==> config.mk <==
export PLATFORM = sky130hd
export DESIGN_NAME = http_response_deframer_unit_flat
export DESIGN_NICKNAME = d
export VERILOG_FILES = /design/src/hdl/hrd_pkg.sv /design/src/hdl/hrd_stream_if.sv /design/src/hdl/hrd_core.sv /design/src/hdl/http_response_deframer_unit.sv /design/src/flat_wrapper.sv
export SDC_FILE = /design/constraint.sdc
export NUM_CORES = 1
export LEC_CHECK = 0
export BUFFER_PORTS_ARGS = -buffer_cell sky130_fd_sc_hd__buf_4
export CORE_UTILIZATION = 55
export CTS_CLUSTER_DIAMETER = 100
export DETAILED_ROUTE_END_ITERATION = 12
export PLACE_DENSITY_LB_ADDON = 0.1
export SLEW_MARGIN = 10
export SYNTH_ARGS = -nofsm -noshare
export SYNTH_HDL_FRONTEND = slang
export SYNTH_HIERARCHICAL = 1
export SYNTH_SLANG_ARGS = --single-unit
==> constraint.sdc <==
create_clock -name clk -period 6.78 [get_ports clk]
set_input_delay 0.339 -clock clk [delete_from_list [all_inputs] [get_ports clk]]
set_output_delay 0.339 -clock clk [all_outputs]
set_load 0.05 [all_outputs]
==> src/hdl/hrd_pkg.sv <==
// hrd_pkg: shared types and constants for the HTTP response deframer.
// Holds the payload structs, status codes, phase codes and the header table.
// No dependencies.
package hrd_pkg;

  localparam int HdrTableLen = 157;

  localparam logic [8*HdrTableLen-1:0] HDR_STR =
    {"HTTP/1.1 200 OK\r\n",
     "Expires: Thu, 01 Jan 1970 00:00:00 GMT\r\n",
     "Cache-Control: no-store\r\n",
     "Connection: close\r\n",
     "Content-Type: application/octet-stream\r\n",
     "Content-Length: "};

  localparam logic [7:0] CHAR_CR = 8'd13;
  localparam logic [7:0] CHAR_LF = 8'd10;
  localparam logic [7:0] CHAR_0  = 8'd48;
  localparam logic [7:0] CHAR_9  = 8'd57;

  localparam logic [2:0] PH_HEADER   = 3'd0;
  localparam logic [2:0] PH_DIGITS   = 3'd1;
  localparam logic [2:0] PH_TERM     = 3'd2;
  localparam logic [2:0] PH_BODY     = 3'd3;
  localparam logic [2:0] PH_REJECT   = 3'd4;
  localparam logic [2:0] PH_OVERLONG = 3'd5;

  localparam logic [1:0] ST_PENDING    = 2'd0;
  localparam logic [1:0] ST_GOOD       = 2'd1;
  localparam logic [1:0] ST_BAD        = 2'd2;
  localparam logic [1:0] ST_INCOMPLETE = 2'd3;

  typedef struct packed {
    logic [7:0] in_byte;
    logic       in_last;
  } hrd_in_t;

  typedef struct packed {
    logic [7:0]  out_byte;
    logic        out_is_body;
    logic [1:0]  out_status;
    logic [63:0] out_length;
    logic        out_last;
  } hrd_out_t;

  // expected header byte; positions past the table expect zero
  function automatic logic [7:0] hdr_byte(input logic [7:0] idx);
    logic [7:0] b;
    b = 8'd0;
    if (int'(idx) < HdrTableLen) begin
      b = HDR_STR[8*(HdrTableLen-1-int'(idx)) +: 8];
    end
    return b;
  endfunction

  // CR LF CR LF
  function automatic logic [7:0] term_byte(input logic [1:0] idx);
    return idx[0] ? CHAR_LF : CHAR_CR;
  endfunction

endpackage

==> src/hdl/hrd_stream_if.sv <==
// hrd_stream_if: valid/ready channel carrying one payload per transaction.
// Payload type is a parameter; used with the structs from hrd_pkg.
interface hrd_stream_if #(
  parameter type payload_t = logic
);
  logic     valid;
  logic     ready;
  payload_t data;

  modport source (output valid, output data, input ready);
  modport sink (input valid, input data, output ready);
endinterface

==> src/hdl/hrd_core.sv <==
// hrd_core: message parse state and the per-byte step logic.
// Depends on hrd_pkg; the result is combinational, state updates on step.
module hrd_core
  import hrd_pkg::*;
#(
  parameter int HEADER_LEN = 157,
  parameter int MAX_DIGITS = 20
) (
  input  logic     clk,
  input  logic     rst,
  input  logic     step,
  input  hrd_in_t  item,
  output hrd_out_t result
);

  logic [2:0]  phase, phase_next;
  logic [7:0]  header_index, header_index_next;
  logic        bad_seen, bad_seen_next;
  logic [63:0] content_length, content_length_next;
  logic [4:0]  digit_count, digit_count_next;
  logic [2:0]  terminator_index, terminator_index_next;
  logic [63:0] body_count, body_count_next;

  logic [7:0]  b;
  logic        is_digit;
  logic        term_bad;
  logic [2:0]  term_index_inc;
  logic [8:0]  header_index_inc;
  logic        is_body;
  logic [1:0]  status;

  always_comb begin
    b                     = item.in_byte;
    is_digit              = (b >= CHAR_0) && (b <= CHAR_9);
    phase_next            = phase;
    header_index_next     = header_index;
    bad_seen_next         = bad_seen;
    content_length_next   = content_length;
    digit_count_next      = digit_count;
    terminator_index_next = terminator_index;
    body_count_next       = body_count;
    is_body               = 1'b0;
    status                = ST_PENDING;

    header_index_inc = {1'b0, header_index} + 9'd1;
    term_index_inc   = terminator_index + 3'd1;
    term_bad         = b != term_byte(terminator_index[1:0]);

    unique case (phase)
      PH_HEADER: begin
        bad_seen_next     = bad_seen | (b != hdr_byte(header_index));
        header_index_next = header_index_inc[7:0];
        if (header_index_inc >= 9'(HEADER_LEN)) begin
          phase_next = bad_seen_next ? PH_REJECT : PH_DIGITS;
        end
      end
      PH_DIGITS, PH_TERM: begin
        if (phase == PH_DIGITS && is_digit) begin
          if (digit_count >= 5'(MAX_DIGITS)) begin
            phase_next = PH_OVERLONG;
          end else begin
            content_length_next = (content_length << 3) + (content_length << 1)
                                  + {60'd0, b[3:0]};
            digit_count_next    = digit_count + 5'd1;
          end
        end else begin
          bad_seen_next         = bad_seen | term_bad;
          terminator_index_next = term_index_inc;
          if (term_index_inc >= 3'd4) begin
            phase_next = bad_seen_next ? PH_REJECT : PH_BODY;
          end else begin
            phase_next = PH_TERM;
          end
        end
      end
      PH_BODY: begin
        is_body = body_count < content_length;
        if (body_count != {64{1'b1}}) begin
          body_count_next = body_count + 64'd1;
        end
      end
      default: begin
      end
    endcase

    // length is final once the body phase is reached
    if (item.in_last) begin
      unique case (phase_next)
        PH_BODY: begin
          if (body_count_next < content_length) begin
            status = ST_INCOMPLETE;
          end else if (body_count_next == content_length) begin
            status = ST_GOOD;
          end else begin
            status = ST_BAD;
          end
        end
        PH_HEADER, PH_DIGITS, PH_TERM, PH_OVERLONG: status = ST_INCOMPLETE;
        default: status = ST_BAD;
      endcase
    end

    result.out_byte    = is_body ? b : 8'd0;
    result.out_is_body = is_body;
    result.out_status  = status;
    result.out_length  = content_length_next;
    result.out_last    = item.in_last;
  end

  always_ff @(posedge clk) begin
    if (rst || (step && item.in_last)) begin
      phase            <= PH_HEADER;
      header_index     <= 8'd0;
      bad_seen         <= 1'b0;
      content_length   <= 64'd0;
      digit_count      <= 5'd0;
      terminator_index <= 3'd0;
      body_count       <= 64'd0;
    end else if (step) begin
      phase            <= phase_next;
      header_index     <= header_index_next;
      bad_seen         <= bad_seen_next;
      content_length   <= content_length_next;
      digit_count      <= digit_count_next;
      terminator_index <= terminator_index_next;
      body_count       <= body_count_next;
    end
  end

endmodule

==> src/hdl/http_response_deframer_unit.sv <==
// http_response_deframer_unit: top level; input register, hrd_core, result register.
// Throughput: one byte per cycle while tx.ready is high; the input register frees as the result register loads.
// Reset: synchronous rst clears both valid flags and the parse state to header match.
// Depends on hrd_pkg, hrd_stream_if and hrd_core.
module http_response_deframer_unit
  import hrd_pkg::*;
#(
  parameter int HEADER_LEN = 157,
  parameter int MAX_DIGITS = 20
) (
  input logic         clk,
  input logic         rst,
  hrd_stream_if.sink   rx,
  hrd_stream_if.source tx
);

  logic     in_valid;
  hrd_in_t  in_item;
  logic     out_valid;
  hrd_out_t out_item;
  hrd_out_t core_result;
  logic     advance;

  assign advance  = in_valid && (!out_valid || tx.ready);
  assign rx.ready = !in_valid || advance;
  assign tx.valid = out_valid;
  assign tx.data  = out_item;

  hrd_core #(
    .HEADER_LEN(HEADER_LEN),
    .MAX_DIGITS(MAX_DIGITS)
  ) u_core (
    .clk    (clk),
    .rst    (rst),
    .step   (advance),
    .item   (in_item),
    .result (core_result)
  );

  always_ff @(posedge clk) begin
    if (rst) begin
      in_valid  <= 1'b0;
      out_valid <= 1'b0;
    end else begin
      if (rx.valid && rx.ready) begin
        in_valid <= 1'b1;
      end else if (advance) begin
        in_valid <= 1'b0;
      end
      if (advance) begin
        out_valid <= 1'b1;
      end else if (tx.ready) begin
        out_valid <= 1'b0;
      end
    end
  end

  always_ff @(posedge clk) begin
    if (rx.valid && rx.ready) begin
      in_item <= rx.data;
    end
    if (advance) begin
      out_item <= core_result;
    end
  end

endmodule

==> src/flat_wrapper.sv <==
// flat-port wrapper written by rule: the top's interface ports become plain ports
module http_response_deframer_unit_flat import hrd_pkg::*;
#(
  parameter int HEADER_LEN = 157,
  parameter int MAX_DIGITS = 20
)
  (clk, rst, rx_valid, rx_data, rx_ready, tx_valid, tx_data, tx_ready);
  hrd_stream_if #(.payload_t(hrd_in_t)) rx_i ();
  hrd_stream_if #(.payload_t(hrd_out_t)) tx_i ();
  input logic clk;
  input logic rst;
  input wire logic [$bits(rx_i.valid)-1:0] rx_valid;
  input wire logic [$bits(rx_i.data)-1:0] rx_data;
  output wire logic [$bits(rx_i.ready)-1:0] rx_ready;
  output wire logic [$bits(tx_i.valid)-1:0] tx_valid;
  output wire logic [$bits(tx_i.data)-1:0] tx_data;
  input wire logic [$bits(tx_i.ready)-1:0] tx_ready;
  assign rx_i.valid = rx_valid;
  assign rx_i.data = rx_data;
  assign rx_ready = rx_i.ready;
  assign tx_valid = tx_i.valid;
  assign tx_data = tx_i.data;
  assign tx_i.ready = tx_ready;
  http_response_deframer_unit #(.HEADER_LEN(HEADER_LEN), .MAX_DIGITS(MAX_DIGITS)) u_core (.clk(clk), .rst(rst), .rx(rx_i), .tx(tx_i));
endmodule
==> results of run 1 <==
## sequential cells by signal, indices dropped and copies added (netlist names)
signal	count
u_core/u_core/digit_count	5
u_core/u_core/terminator_index	3
u_core/in_valid	1
u_core/in_item	9
u_core/u_core/content_length	64
u_core/tx.data	76
u_core/u_core/phase	3
u_core/u_core/bad_seen	1
u_core/tx.valid	1
u_core/u_core/body_count	64
u_core/u_core/header_index	8
## final timing paths
kind / start / end / slack, ps / depth (start not counted)
min: tx_ready / u_core/tx.valid / 70 / 3
max: u_core/u_core/body_count[50] / u_core/tx.data[65] / 990 / 20
min reg2reg: u_core/u_core/digit_count[4] / u_core/u_core/digit_count[4] / 470 / 2
max reg2reg: u_core/u_core/body_count[50] / u_core/tx.data[65] / 990 / 20
## kinds of logic after synthesis
kind of cell	after synthesis
flops	235
fa+ha+maj	257
xor+xnor	208
buf+inv	244
compound gates	687
mux	42
simple gates	859
## cell usage in the layout, fill, tap and decap left out, drive strengths merged, types with 12 or more instances in the layout
master	instances
clkbuf	32
buf	134
and2	19
nor2b	25
a21o	93
and4	13
nor4	15
or3	18
o21ai	179
nand4	66
o211ai	25
and3	31
nand2	246
nand3	74
a211oi	31
xnor2	108
a31oi	22
inv	107
nor3	50
xor2	99
nand2b	29
o21a	24
o22ai	12
clkinv	14
ha	255
edfxtp	85
dfxtp	150
o21bai	13
mux2i	38
nor2	226
a21oi	149
## worst register-to-register path, delay by kind of cell, from the launching register on
kind            cells  cell delay, ps
simple gates        9            2640
compound gates      9            2170
flops               1             420
fa+ha+maj           1             270
xor+xnor            1             150
## metal layers
| metal | part of all wire (%) | routed length (um) |
|---|---|---|
| met1 | 46 | 28590 |
| met2 | 45 | 28430 |
| met3 | 6.3 | 3967 |
| met4 | 2.8 | 1774 |
| met5 | 0 | 0 |
## power by group through the flow
stage / sequential [mW] / combinational (mW) / clock, mW
6_report: 1.52 / 0.576 / 1.53
5_1_grt: 1.53 / 0.616 / 1.62
4_1_cts: 1.52 / 0.567 / 1.56
3_5_place_dp: 1.55 / 0.559 / 0
3_3_place_gp: 1.55 / 0.558 / 0
2_1_floorplan: 1.63 / 0.316 / 0
## metrics by stage
step / area [um2] / hold slack [ps] / worst slack (ps) / util [%] / total power, mW
after global routing: 22960 / 81.44 / 676.8 / 62.12 / 3.767
after CTS: 22950 / 44.22 / 1072 / 62.10 / 3.654
after floorplan: 20810 / 401.4 / 1985 / - / 1.943
after global placement: 21900 / 446.5 / 1169 / 59.26 / 2.111
final: 22960 / 71.38 / 994.3 / 62.12 / 3.635
after detailed placement: 21900 / 460.9 / 1135 / 59.26 / 2.112
## final cells by class
| class | instances | share of cell area [%] |
|---|---|---|
| clock buffers | 32 | 3.161 |
| clock inverters | 20 | 0.9374 |
| inverters | 107 | 1.749 |
| well taps | 504 | 2.747 |
| multi-input cells | 2053 | 62.28 |
| flip-flops and latches | 235 | 24.21 |
| repair buffers | 145 | 4.916 |
==> flow_metrics.py, run 1 <==
metrics = {
    "synth": {
        "synth_area_leaders": "ha_1, dfxtp_1, edfxtp_1",
        "netlist.area_leader.share_pct": 15.33,
        "synth.avg_cell_area_um2": 8.220,
        "synth-simple-area-share_pct": 20.19,
        "yosysTopAreaCell": "ha_1",
        "synthMostInstantiatedCell": "ha_1",
        "ys_seq_area_share_pct": 26.69,
        "syn_area_um2": 20810,
        "yosysUniqueCellTypes": 96,
        "synth_top_family_by_area": "compound AO/OA/AOI/OAI gates",
        "synth_compound_area_share_pct": 21.77,
        "ys_warn_count": 6,
        "async_flop_share_pct": 0,
        "synthCells": 2532,
        "synthAdderAreaFrac_pct": 15.52,
        "synthXorXnorAreaFrac_pct": 9.017,
        "postSynthRegisterBits": 235,
        "synthFlopType": "dfxtp_1",
        "synth_edf_count": 85,
        "synthTopCellsByCount": "ha_1, nand2_1, nor2_1",
        "syn-num-nets": 2802,
        "synthMuxAreaShare_pct": 2.044,
    },
    "layout": {
        "diodes": 0,
        "final-seq-area_um2": 5558,
        "fin_cells": 3096,
        "area_growth_pct": 10.30,
        "fill_cells": 3326,
        "multi_input_area_um2": 14300,
        "layout.nets": 2840,
        "drive_above_1_share_pct": 8.796,
    },
    "clock_network": {
        "h-tree-depth": 1,
        "cts_setup_buffers": 0,
        "ctsResizeCount": 0,
        "clk_latency_ps": 580,
        "cts_made_buffers": 28,
        "cts_num_sinks": 235,
        "root_buffer": "clkbuf_16",
        "cts.path.max_buffers": 3,
        "cts_hold_buf": 11,
        "cts.clk_slew.worst_paths_ps": 60,
        "cts_tree": "done",
    },
    "placed_design": {
        "hpwl_um": 46130,
        "io_buffers": 90,
        "gp_congestion": 0.9853,
        "placed_cells": 3033,
    },
    "global_route": {
        "grt_pass1_wl_um": 99290,
        "grtUsageTotal_pct": 32.11,
        "grt-ovfl-total": 0,
        "gr-usage-met3_pct": 4.175,
        "grt_pass1_vias": 18110,
        "antenna_found_initial": 1,
        "grt_use_met1_pct": 44.15,
        "top_usage_layer": "met2",
        "grtUsageMet2_pct": 52.30,
        "grt_max_degree": 80,
    },
    "critical_path": {
        "worstPathRequired_ps": 7220,
        "path_delay_family": "simple AND/OR/NAND/NOR gates",
        "cp_cell_sequence": "and2_1 > or3b_2 > or4_1 > nor3_1 > nor3_2 > and3_1 > nand4_1 > xnor2_1 > ha_1 > a21o_1 > a21o_1 > a21o_1 > a21oi_1 > nor2b_1 > o211ai_1 > a211oi_1 > a2111oi_0 > o211ai_1 > nand4_1 > a32o_1",
        "path_max_fanout": 8,
        "critPathArrivalTime_ps": 6230,
        "cp_slowest_stage_delay_ps": 870,
        "cpMostUsedCell": "a21o_1",
        "worst_path_max_delay_cell": "a2111oi_0",
        "criticalPathCategory": "flop to flop",
        "startpoint_type": "flop",
        "crit_buf_inv": 0,
        "cp-end-kind": "flop",
    },
    "power_and_ir_drop": {
        "power_density_nw_per_um2": 158.3,
        "power.share.clock_pct": 42.2,
        "sw_frac_of_total_pct": 29.16,
        "switchingPower_mw": 1.060,
        "p_leak_nw": 9.964,
        "p_seq_share_pct": 41.9,
        "ir_drop_v": 0.0001824,
        "combPwrFrac_pct": 15.8,
        "p_int_mw": 2.575,
    },
    "timing": {
        "period_minus_slack_ps": 5786,
        "timing.final.crit_share_pct": 85.33,
        "slew-limit-headroom_pct": 25.00,
        "rsz0062_at_grt": "no",
        "slew_violations": 0,
        "clock.fmax_mhz": 172.8,
        "max_slew.worst_pin.slew_ps": 1111,
        "setup_violations": 0,
        "clock_skew_ps": 29.69,
        "hold_viol_final": 0,
        "tns_ps": 0,
    },
    "route": {
        "avgRoutedWirePerCell_um": 20.27,
        "drc": 0,
        "dr.pass1.iters": 5,
        "via_per_inst": 6.251,
        "totalWireLength_um": 62760,
        "drt_iter0_drc": 1770,
        "final_antenna_net_count": 0,
        "vias": 19350,
    },
    "run": {
        "cap_violations": 0,
    },
    "floorplanning": {
        "dieHeight_um": 196.5,
        "fp-row-count": 70,
        "die_w_um": 196.5,
        "ioPinCount": 91,
        "core-area_um2": 36960,
        "initial_core_util_pct": 56.31,
        "die-area_um2": 38630,
    },
    "worst_hold_path": {
        "hold_path_class": "input pin to flop",
    },
    "status": {
        "status": "complete, no violations",
    },
}
No activity file was read; power rests on OpenSTA's default activity.
==> run 2, diff against run 1 <==
--- a/config.mk
+++ b/config.mk
@@ -6,8 +6,8 @@
 export NUM_CORES = 1
 export LEC_CHECK = 0
 export BUFFER_PORTS_ARGS = -buffer_cell sky130_fd_sc_hd__buf_4
-export CORE_UTILIZATION = 55
-export CTS_CLUSTER_DIAMETER = 100
+export CORE_UTILIZATION = 30
+export CTS_CLUSTER_DIAMETER = 60
 export DETAILED_ROUTE_END_ITERATION = 12
 export PLACE_DENSITY_LB_ADDON = 0.1
 export SLEW_MARGIN = 10
==> run 2 against run 1 <==
Compared with the run above:
- clock power is 37% higher
- sequential share of layout area down 1.2 points
- register-to-register slack is essentially flat
- critical path type unchanged
- largest cell class unchanged
==> flow_metrics.py, run 2 (same netlist as run 1, synthesis figures left out) <==
metrics = {
    "route": {
        "drc": 0,
        "final_antenna_net_count": 0,
        "avgRoutedWirePerCell_um": 19.50,
        "drt_iter0_drc": 1171,
        "via_per_inst": 5.330,
        "vias": 19010,
        "dr.pass1.iters": 5,
        "totalWireLength_um": 69560,
    },
    "clock_network": {
        "h-tree-depth": 2,
        "cts.path.max_buffers": 3,
        "cts.clk_slew.worst_paths_ps": 60,
        "cts_setup_buffers": 0,
        "cts_num_sinks": 235,
        "clk_latency_ps": 580,
        "root_buffer": "clkbuf_16",
        "cts_made_buffers": 40,
        "cts_tree": "done",
    },
    "global_route": {
        "grt_max_degree": 75,
        "grt-ovfl-total": 0,
        "antenna_found_initial": 0,
        "grt_pass1_wl_um": 109800,
        "grt_pass1_vias": 18740,
        "grtUsageTotal_pct": 19.61,
    },
    "layout": {
        "largest_reg_flops": 76,
        "final_common_cell": "ha_1",
        "diodes": 0,
        "post-route-util_pct": 35.16,
        "fill_cells": 7220,
        "most-common-layout-cells": "ha_1, nand2_1, nor2_1",
        "area_growth_pct": 15.87,
        "drive_above_1_share_pct": 10.32,
        "layout.nets": 2875,
    },
    "floorplanning": {
        "dieHeight_um": 265.4,
        "initial_core_util_pct": 30.35,
        "die-area_um2": 70440,
        "die_w_um": 265.4,
        "core-area_um2": 68590,
        "ioPinCount": 91,
        "fp-row-count": 96,
    },
    "timing": {
        "timing.final.crit_share_pct": 85.31,
        "clock_skew_ps": 26.19,
        "hold_viol_final": 0,
        "max_slew.worst_pin.slew_ps": 1254,
        "setup_violations": 0,
        "slew-limit-headroom_pct": 14.22,
        "period_minus_slack_ps": 5784,
        "clock.fmax_mhz": 172.9,
        "tns_ps": 0,
        "slew_violations": 0,
        "rsz0062_at_grt": "no",
    },
    "critical_path": {
        "startpoint_type": "flop",
        "cp_cell_sequence": "ha_1 > nand3_1 > nor3_1 > nand4_1 > o21ba_2 > nand4_1 > nor3_1 > nand3_1 > nor2_1 > nand3_1 > xnor2_1 > ha_1 > a21o_1 > a21o_1 > a21o_1 > a21o_1 > a21o_1 > a21o_1 > a221oi_1 > o211a_1 > o211ai_1 > nand4_1 > a32o_1",
        "cpMostUsedCell": "a21o_1",
        "worst_path_max_delay_cell": "nor2_1",
        "critPathArrivalTime_ps": 6230,
        "cp-end-kind": "flop",
        "worstPathRequired_ps": 7220,
        "cp_slowest_stage_delay_ps": 590,
        "path_max_fanout": 10,
        "criticalPathCategory": "flop to flop",
    },
    "power_and_ir_drop": {
        "power_density_nw_per_um2": 174.7,
        "ir_drop_v": 0.0001581,
        "p_leak_nw": 10.29,
    },
    "placed_design": {
        "gp_congestion": 0.9363,
        "io_buffers": 90,
        "hpwl_um": 51310,
    },
    "run": {
        "cap_violations": 0,
    },
    "status": {
        "status": "complete, no violations",
    },
    "worst_hold_path": {
        "hold_path_class": "input pin to flop",
    },
}
-- run 2: changes by cell type in the layout (fill, tap and decap cells not counted), sizes merged --
cell | before | now
clkbuf | 32 | 45
buf | 134 | 157
clkinvlp | 3 | 4
inv | 107 | 112
bufinv | 3 | 4
clkinv | 14 | 15
-- run 2: per-stage QoR --
step / cell area [um2] / setup WS (ps) / power (mW) / hold slack, ps / instances
floorplan: 20810 / 1985 / 1.943 / 401.4 / 2532
global placement: 22650 / 1132 / 2.151 / 453.9 / 3483
detailed placement: 22650 / 1007 / 2.149 / 482.5 / 3483
CTS: 24120 / 987.0 / 4.291 / 58.21 / 3567
global route: 24120 / 492.6 / 4.394 / 86.42 / 3567
finish: 24120 / 995.8 / 4.214 / 98.59 / 3567
-- run 2: path summary, 6_finish.rpt --
| path | from | end | slack [ps] | depth (start not counted) |
|---|---|---|---|---|
| setup reg to reg | u_core/u_core/body_count[0] | u_core/tx.data[65] | 1000 | 23 |
| hold / removal | tx_ready | u_core/tx.valid | 100 | 3 |
| hold reg to reg | u_core/u_core/digit_count[4] | u_core/u_core/digit_count[4] | 490 | 2 |
| setup / recovery | u_core/u_core/body_count[0] | u_core/tx.data[65] | 1000 | 23 |
-- run 2: what timing repair did --
item                      in CTS  in global routing
hold endpoints to repair      11                  0
hold buffers                  11                  0
resized for setup              0                  0
-- run 2: cell type report --
| class | instances | area, um2 | share of cell area, % |
|---|---|---|---|
| Sequential cell | 235 | 5557 | 23.04 |
| Timing Repair Buffer | 168 | 1339 | 5.551 |
| Clock inverter | 28 | 327.8 | 1.359 |
| Clock buffer | 45 | 1030 | 4.270 |
| Tap cell | 931 | 1165 | 4.830 |
| Multi-Input combinational cell | 2053 | 14300 | 59.28 |
| Inverter | 107 | 401.6 | 1.665 |
-- run 2: layer usage --
metal  vias to the layer above  part of all wire, %  GRT usage, %
met4                         0                  2.4         5.624
li1                       9437                    -             -
met2                       383                   45         32.02
met3                        95                  4.0         2.564
met5                         -                    0             0
met1                      9097                   48         26.85
-- run 2: critical path, delay by kind of cell, from the launching register on --
kind            cells  cell delay [ps]
flops               1              440
fa+ha+maj           2              430
xor+xnor            1              160
compound gates     11             2180
simple gates        9             2430
-- run 2: report_power, final --
group | internal, mW | leakage [nW] | switching [mW]
clock | 1.27 | 0.655 | 0.814
sequential | 1.50 | 1.99 | 0.0265
combinational | 0.200 | 7.64 | 0.401
==> run 3, diff against run 2 <==
--- a/config.mk
+++ b/config.mk
@@ -6,7 +6,7 @@
 export NUM_CORES = 1
 export LEC_CHECK = 0
 export BUFFER_PORTS_ARGS = -buffer_cell sky130_fd_sc_hd__buf_4
-export CORE_UTILIZATION = 30
+export CORE_UTILIZATION = 42
 export CTS_CLUSTER_DIAMETER = 60
 export DETAILED_ROUTE_END_ITERATION = 12
 export PLACE_DENSITY_LB_ADDON = 0.1
==> run 3 against run 2 <==
Compared with the run above:
- cell count down 8.4%
- first-iteration DRC count is 31% higher
- setup slack worse by 200 ps
- sequential share of layout area rose by 0.68 points
- clock-buffer cell count grew 1
- total power decreased by 5.4%
- die area decreased by 28%
- non-clock buffer count is 23 lower
- combinational power shrank 4.3%
- critical path type unchanged
==> flow_metrics.py, run 3 (same netlist as run 1, synthesis figures left out) <==
metrics = {
    "status": {
        "status": "complete, no violations",
    },
    "power_and_ir_drop": {
        "total_power_mw": 3.987,
        "combPwrFrac_pct": 14.5,
        "power.share.clock_pct": 47.3,
        "p_leak_nw": 10.09,
        "p_seq_share_pct": 38.3,
        "p_int_mw": 2.847,
        "power_density_nw_per_um2": 170.1,
        "sw_frac_of_total_pct": 28.59,
        "ir_drop_v": 0.0001529,
        "switchingPower_mw": 1.140,
    },
    "floorplanning": {
        "fp-row-count": 81,
        "initial_core_util_pct": 42.52,
        "die_w_um": 224.6,
        "ioPinCount": 91,
        "die-area_um2": 50450,
        "dieHeight_um": 224.6,
        "core-area_um2": 48950,
    },
    "critical_path": {
        "criticalPathCategory": "flop to flop",
        "worst_path_max_delay_cell": "a2111oi_0",
        "worstPathRequired_ps": 7200,
        "cp-end-kind": "flop",
        "cp_cell_sequence": "and2_1 > or3b_2 > or4_1 > nor3_1 > nor3_1 > nand3_1 > nor2_1 > and2_1 > nand3_1 > xnor2_1 > ha_1 > a21o_1 > a21o_1 > a21oi_1 > nor2b_1 > o211ai_1 > a211oi_1 > a2111oi_0 > o211ai_1 > nand4_1 > a32o_1",
        "critPathArrivalTime_ps": 6400,
        "path_max_fanout": 7,
        "startpoint_type": "flop",
        "cp_slowest_stage_delay_ps": 1050,
    },
    "layout": {
        "area_growth_pct": 12.59,
        "fill_cells": 4843,
        "layout.nets": 2847,
        "drive_above_1_share_pct": 9.332,
        "largest_reg_flops": 76,
        "fin_cells": 3268,
        "most-common-layout-cells": "ha_1, nand2_1, nor2_1",
        "final_common_cell": "ha_1",
        "diodes": 0,
        "final-seq-area_um2": 5558,
        "multi_input_area_um2": 14300,
    },
    "route": {
        "drt_iter0_drc": 1533,
        "avgRoutedWirePerCell_um": 19.96,
        "drc": 0,
        "dr.pass1.iters": 9,
        "totalWireLength_um": 65230,
        "vias": 19180,
        "final_antenna_net_count": 0,
        "via_per_inst": 5.869,
    },
    "run": {
        "cap_violations": 0,
    },
    "placed_design": {
        "hpwl_um": 47340,
        "io_buffers": 90,
        "gp_congestion": 0.9629,
        "placed_cells": 3194,
    },
    "global_route": {
        "grt-ovfl-total": 0,
        "grtUsageTotal_pct": 25.86,
        "grt_pass1_wl_um": 104200,
        "grt_max_degree": 139,
        "antenna_found_initial": 2,
        "grt_pass1_vias": 18550,
    },
    "timing": {
        "slew_violations": 0,
        "tns_ps": 0,
        "rsz0062_at_grt": "no",
        "timing.final.crit_share_pct": 88.27,
        "setup_violations": 0,
        "hold_viol_final": 0,
        "clock_skew_ps": 23.80,
        "clock.fmax_mhz": 167.1,
        "slew-limit-headroom_pct": 15.91,
        "max_slew.worst_pin.slew_ps": 1230,
        "period_minus_slack_ps": 5984,
    },
    "worst_hold_path": {
        "hold_path_class": "input pin to flop",
    },
    "clock_network": {
        "clk_latency_ps": 550,
        "cts_made_buffers": 35,
        "cts.path.max_buffers": 3,
        "root_buffer": "clkbuf_16",
        "h-tree-depth": 2,
        "cts.clk_slew.worst_paths_ps": 60,
        "cts_setup_buffers": 0,
        "cts_tree": "done",
        "cts_num_sinks": 235,
    },
}
run 3: cell count changes in the layout (fill, tap and decap cells not counted), moves of 2 or more:
| cell | change |
|---|---|
| clkbuf_8 | +2 |
| inv_6 | -2 |
| clkbuf_1 | +2 |
| clkbuf_16 | -3 |
| clkinv_2 | -3 |
| inv_4 | +2 |
| clkinv_1 | -2 |
| buf_12 | -2 |
| clkinv_4 | -2 |
| buf_4 | -20 |
| inv_8 | -2 |
run 3: stage by stage:
step / instance area, um2 / hold slack [ps] / util (%) / setup slack [ps]
floorplan: 20810 / 401.4 / - / 1985
global placement: 22120 / 449.0 / 45.19 / 1162
detailed placement: 22120 / 472.6 / 45.19 / 1027
CTS: 23430 / 19.57 / 47.86 / 1002
global route: 23440 / 46.99 / 47.87 / 529.2
finish: 23440 / 60.71 / 47.87 / 795.6
run 3: power groups by stage:
stage	Clock (mW)	Combinational (mW)	Sequential, mW
4_1_cts	1.95	0.574	1.53
3_5_place_dp	0	0.566	1.56
6_report	1.88	0.576	1.53
3_3_place_gp	0	0.567	1.56
2_1_floorplan	0	0.316	1.63
5_1_grt	2.01	0.624	1.53
run 3: cell type report:
type | count | share of cell area [%]
Multi-Input combinational cell | 2053 | 61.01
Clock buffer | 46 | 4.223
Clock inverter | 18 | 0.9290
Timing Repair Buffer | 145 | 4.859
Sequential cell | 235 | 23.72
Inverter | 107 | 1.714
Tap cell | 664 | 3.545
run 3: worst max-delay path: cells and delay by family, from the launching register on:
| kind | cells | cell delay [ps] |
|---|---|---|
| AOI/OAI and AO/OA | 8 | 2160 |
| xor gates and xnor gates | 1 | 140 |
| adders and majority gates | 1 | 290 |
| DFF | 1 | 420 |
| and+or+nand+nor | 11 | 2830 |
run 3: final timing paths:
path,cells past startpoint,from,endpoint,slack [ps]
max,21,u_core/u_core/body_count[51],u_core/tx.data[65],800
max reg2reg,21,u_core/u_core/body_count[51],u_core/tx.data[65],800
min,3,rx_valid,u_core/in_valid,60
min reg2reg,2,u_core/u_core/digit_count[4],u_core/u_core/digit_count[4],480
run 3: metal layers:
| metal | part of all wire, % | global-route usage, % |
|---|---|---|
| met5 | 0 | 0 |
| met2 | 45 | 41.85 |
| met4 | 2.8 | 8.097 |
| met1 | 46 | 35.50 |
| met3 | 5.5 | 3.527 |
run 3: what timing repair did:
| item | in CTS | in global routing |
|---|---|---|
| gates resized for setup | 0 | 0 |
| hold buffers | 10 | 0 |
| endpoints found under the hold margin | 11 | 0 |
